[src/hdl/amp_pkg.sv]
`default_nettype none

package amp_pkg;

  // Widths fixed by the transaction fields and the register map.
  localparam int COUNT_W    = 64;
  localparam int OP_W       = 2;
  localparam int NODE_W     = 5;
  localparam int CFG_IDX_W  = 1;
  localparam int CFG_DATA_W = 6;
  localparam int LEN_W      = 5;

  // Longest walk that a compute will build.
  localparam logic [LEN_W-1:0] LEN_LIMIT = 5'd30;

  // Operation codes.
  localparam logic [OP_W-1:0] OP_WRITE   = 2'd0;
  localparam logic [OP_W-1:0] OP_COMPUTE = 2'd1;
  localparam logic [OP_W-1:0] OP_READ    = 2'd2;

  // Configuration register indexes.
  localparam logic [CFG_IDX_W-1:0] CFG_NODE_COUNT  = 1'd0;
  localparam logic [CFG_IDX_W-1:0] CFG_WALK_LENGTH = 1'd1;

  // Control handed from the sequencer to every cell of the chain.
  typedef struct packed {
    logic clear;
    logic unload;
  } cell_ctrl_t;

endpackage

`default_nettype wire

[src/hdl/amp_cell.sv]
`default_nettype none

module amp_cell import amp_pkg::*; #(
  parameter int MAX_NODES = 32
) (
  input  wire logic                         clk,
  input  wire logic                         rst_n,
  input  wire cell_ctrl_t                   ctrl,
  // Adjacency column held by this cell.
  input  wire logic                         adj_we,
  input  wire logic [$clog2(MAX_NODES)-1:0] adj_idx,
  input  wire logic                         adj_bit,
  // Token from the left neighbour: one count of the current row.
  input  wire logic                         tok_v_in,
  input  wire logic [$clog2(MAX_NODES)-1:0] tok_k_in,
  input  wire logic [COUNT_W-1:0]           tok_cnt_in,
  input  wire logic                         tok_mark_in,
  output logic                              tok_v_out,
  output logic      [$clog2(MAX_NODES)-1:0] tok_k_out,
  output logic      [COUNT_W-1:0]           tok_cnt_out,
  output logic                              tok_mark_out,
  // Result shift path towards the head of the chain.
  input  wire logic [COUNT_W-1:0]           acc_in,
  input  wire logic                         sat_in,
  output logic      [COUNT_W-1:0]           acc_out,
  output logic                              sat_out
);

  localparam int IW = $clog2(MAX_NODES);

  logic [MAX_NODES-1:0] adj_r;
  logic                 tok_v_r;
  logic [IW-1:0]        tok_k_r;
  logic [COUNT_W-1:0]   tok_cnt_r;
  logic                 tok_mark_r;
  logic [COUNT_W-1:0]   acc_r;
  logic [COUNT_W-1:0]   acc_nxt;
  logic                 sat_r;
  logic                 sat_nxt;
  logic                 hit;
  logic [COUNT_W:0]     sum;

  // A token counts here when the edge from its node to this column exists.
  assign hit = tok_v_in && adj_r[tok_k_in];
  assign sum = {1'b0, acc_r} + {1'b0, tok_cnt_in};

  // Saturating accumulate, clear at row start, shift during unload.
  always_comb begin
    acc_nxt = acc_r;
    sat_nxt = sat_r;
    if (ctrl.clear) begin
      acc_nxt = '0;
      sat_nxt = 1'b0;
    end else if (ctrl.unload) begin
      acc_nxt = acc_in;
      sat_nxt = sat_in;
    end else if (hit) begin
      if (sum[COUNT_W]) begin
        acc_nxt = '1;
        sat_nxt = 1'b1;
      end else begin
        acc_nxt = sum[COUNT_W-1:0];
        sat_nxt = sat_r | tok_mark_in;
      end
    end
  end

  always_ff @(posedge clk) begin
    if (!rst_n) begin
      tok_v_r <= 1'b0;
    end else begin
      tok_v_r <= tok_v_in;
    end
    tok_k_r    <= tok_k_in;
    tok_cnt_r  <= tok_cnt_in;
    tok_mark_r <= tok_mark_in;
    acc_r      <= acc_nxt;
    sat_r      <= sat_nxt;
    if (adj_we) begin
      adj_r[adj_idx] <= adj_bit;
    end
  end

  assign tok_v_out    = tok_v_r;
  assign tok_k_out    = tok_k_r;
  assign tok_cnt_out  = tok_cnt_r;
  assign tok_mark_out = tok_mark_r;
  assign acc_out      = acc_r;
  assign sat_out      = sat_r;

endmodule

`default_nettype wire

[config.mk]
export PLATFORM = sky130hd
export DESIGN_NAME = amp_cell
export DESIGN_NICKNAME = d
export VERILOG_FILES = /design/src/hdl/amp_pkg.sv /design/src/hdl/amp_cell.sv
export SDC_FILE = /design/constraint.sdc
export NUM_CORES = 1
export LEC_CHECK = 0
export BUFFER_PORTS_ARGS = -buffer_cell sky130_fd_sc_hd__buf_2
export CAP_MARGIN = 40
export CORE_ASPECT_RATIO = 1.25
export CORE_MARGIN = 2
export CORE_UTILIZATION = 30
export DETAILED_ROUTE_END_ITERATION = 16
export SKIP_CTS_REPAIR_TIMING = 1
export SYNTH_ARGS = -nofsm -noshare
export SYNTH_HDL_FRONTEND = slang
export SYNTH_SLANG_ARGS = --single-unit
[constraint.sdc]
create_clock -name clk -period 6.75 [get_ports clk]
set_clock_uncertainty 0.05 [all_clocks]
set_input_delay 1.0125 -clock clk [delete_from_list [all_inputs] [get_ports clk]]
set_output_delay 1.0125 -clock clk [all_outputs]
set_load 0.005 [all_outputs]
==> summary.txt <==
Status
  • Status: finished, final reports clean

Route
  • Detailed-route via count: 8660
  • DR DRC count: 0
  • Detail Route Antenna Nets: 0
  • Wire per inst: 17.5 µm
  • Iteration-0 DRC Markers: 421
  • Routed WL: 29.5 mm
  • Vias per inst: 5.15
  • Drt pass-1 iters: 5

Timing
  • Setup Total Neg Slack: 0 ns
  • Fin. max-slew vios: 0
  • Max-Slew Margin vs Limit: 41.7%
  • Slew at the pin with the worst max-slew slack: 0.872 ns
  • Fmax: 214 MHz
  • PnR worst setup slack: 2.09 ns
  • Final Hold Fails: 0
  • Min cycle time layout: 4.66 ns
  • RSZ-0062 raised after global routing: no
  • Count of final setup violators: 0
  • Post-route clock period utilization: 69.1%

Floorplan
  • Die X: 160 µm
  • Row Count: 71
  • Initial core utilization: 30.4%
  • Die area: 31800 µm²
  • Die Y-Extent: 199 µm
  • Core area: 30000 µm²
  • Top Ports: 283

Setup path
  • Worst EP arrival: 4.94 ns
  • Max Fanout on Critical Path: 25
  • CP Launch Type: input pin
  • Req. time, crit path: 7.03 ns
  • Element type at the critical path end: flip-flop
  • Worst setup path category: input pin to flip-flop

GRT
  • Largest net degree at the start of global routing: 64
  • Initial antenna violation count: 2
  • GRT overflow: 0
  • First-pass GRT wire length: 44.9 mm
  • Total GRT Usage: 18.1%
  • Vias in the first global route: 8496

CTS
  • CTS tree: done
  • Sink Count: 168
  • Worst skew pair latency: 0.46 ns
  • CTS Buf Count: 17
  • Clock slew at reported path FFs: 0.07 ns
  • CTS root buf: clkbuf_16
  • CTS H-tree depth: 4
  • Longest Clk Path Bufs: 2

Yosys
  • YS warnings: 0
  • Syn avg cell area: 9.01 µm²
  • Async SR Flop Fraction: 0%
  • Top_reg_cell synth: dfxtp_1
  • Yosys cell types: 67
  • Area of the mapped netlist: 9120 µm²
  • Sequential element share of the synthesized area: 40.4%
  • Synth Net Count: 1224
  • EDFF count, synth: 32
  • Mapped Cells: 1012
  • Yosys reg bits: 168

Place
  • PortBufs: 282
  • Dpl ws: 1.65 ns
  • GP Congestion: 0.885
  • HPWL Detailed: 22.8 mm
  • Post-detailed-placement cell area: 10900 µm²

Power
  • Pwr/cell area: 256 nW/µm²
  • Leakage: 5.10 nW
  • Total power: 0.00293 W
  • Worst VDD drop: 0.000142 V

Run
  • Max Cap Viol: 0

Min path
  • HP Class: flip-flop to flip-flop

Layout
  • Layout area overhead: 25.5%
  • Fin area: 11400 µm²
  • Layout cells sized above 1: 27.3%
  • Nets: 1480
==> cells in the mapped netlist (all sizes together) (11+ instances only) <==
cell type | instances | area share, %
a21o | 33 | 2.7
inv | 20 | 0.82
a211oi | 50 | 4.2
o221ai | 13 | 1.2
edfxtp | 32 | 11
nand3 | 13 | 0.71
xnor2 | 29 | 2.8
clkbuf | 47 | 1.9
nor2 | 123 | 5.1
a31oi | 11 | 0.82
a21oi | 80 | 4.4
nand4 | 22 | 1.5
xor2 | 28 | 2.7
nand2 | 83 | 3.4
dfxtp | 136 | 30
o21ai | 88 | 4.8
o21bai | 17 | 1.4
ha | 64 | 8.8
==> final timing paths <==
check / start / end / slack (ns) / depth (start not counted)
worst max-delay path: tok_cnt_in[0] / acc_out[2]$_SDFFE_PP0P_ / 2.09 / 14
worst min-delay path: acc_out[37]$_SDFFE_PP0P_ / acc_out[37]$_SDFFE_PP0P_ / 0.41 / 2
worst max register to register: acc_out[0]$_SDFFE_PP0P_ / acc_out[2]$_SDFFE_PP0P_ / 2.44 / 13
worst min register to register: acc_out[37]$_SDFFE_PP0P_ / acc_out[37]$_SDFFE_PP0P_ / 0.41 / 2
==> where the power goes <==
part / leakage, nW / total [W] / switching, W / internal (W)
registers: 1.43 / 0.00114 / 0.0000453 / 0.00109
clock network: 0.271 / 0.000942 / 0.000435 / 0.000507
logic: 3.40 / 0.000847 / 0.000500 / 0.000347
==> critical path, cell delays in order <==
cell and delay [ns]:
buf_2 0.11, ha_1 0.22, fa_1 0.43, a21o_1 0.24
a31oi_2 0.25, o41ai_1 0.12, a21bo_1 0.26, nand4_1 0.14
a21oi_1 0.12, o21ai_0 0.30, nand2_1 0.43, nor2_4 0.75
buf_4 0.40, a211oi_1 0.12
==> flip-flops by register name, indices dropped and copies added (netlist names) <==
signal and count:
adj_r 32, tok_mark_out 1, tok_k_out 5, sat_out 1
acc_out 64, tok_v_out 1, tok_cnt_out 64
==> cell usage in the layout, fill, tap and decap left out, drive strengths merged, types with 17 or more instances in the layout <==
cell and n:
a21o 33, nand2 83, nand4 22, clkbuf 17, inv 25, o21ai 88, ha 64, xor2 28
a21oi 80, edfxtp 32, buf 287, xnor2 29, o21bai 17, a211oi 50, nor2 123, dfxtp 136
==> layer usage <==
metal / track usage, % / vias up / wire (µm)
li1: - / 4248 / -
met1: 21.3 / 4065 / 12300
met2: 31.5 / 299 / 14500
met3: 4.36 / 46 / 1790
met4: 8.14 / 2 / 856
met5: 0 / - / 13
==> metrics by stage <==
step | utilization [%] | std cells | hold WS, ns
2_1_floorplan | - | 1012 | 0.401
3_3_place_gp | 36.2 | 1649 | 0.395
3_5_place_dp | 36.3 | 1650 | 0.401
4_1_cts | 38.1 | 1682 | 0.409
5_1_grt | 38.1 | 1683 | 0.430
6_report | 38.1 | 1683 | 0.408
==> cell type report <==
type	count	area, µm²
fill	3188	18600
antenna	1	2.50
timing repair buffer	287	1450
tap	401	502
clock inverter	15	125
clock buffer	17	425
multi-input combinational	773	5180
inverter	21	78.8
sequential	168	3680
==> cells by family after synthesis <==
group,synth area share [%]
AO/OA/AOI/OAI,24.8
XOR/XNOR,5.47
adder cells (fa/ha/maj),9.00
buffers and inverters,2.96
flip-flops,40.4
multiplexers,2.70
AND/OR/NAND/NOR,14.7
No activity file was read; power rests on OpenSTA's default activity.
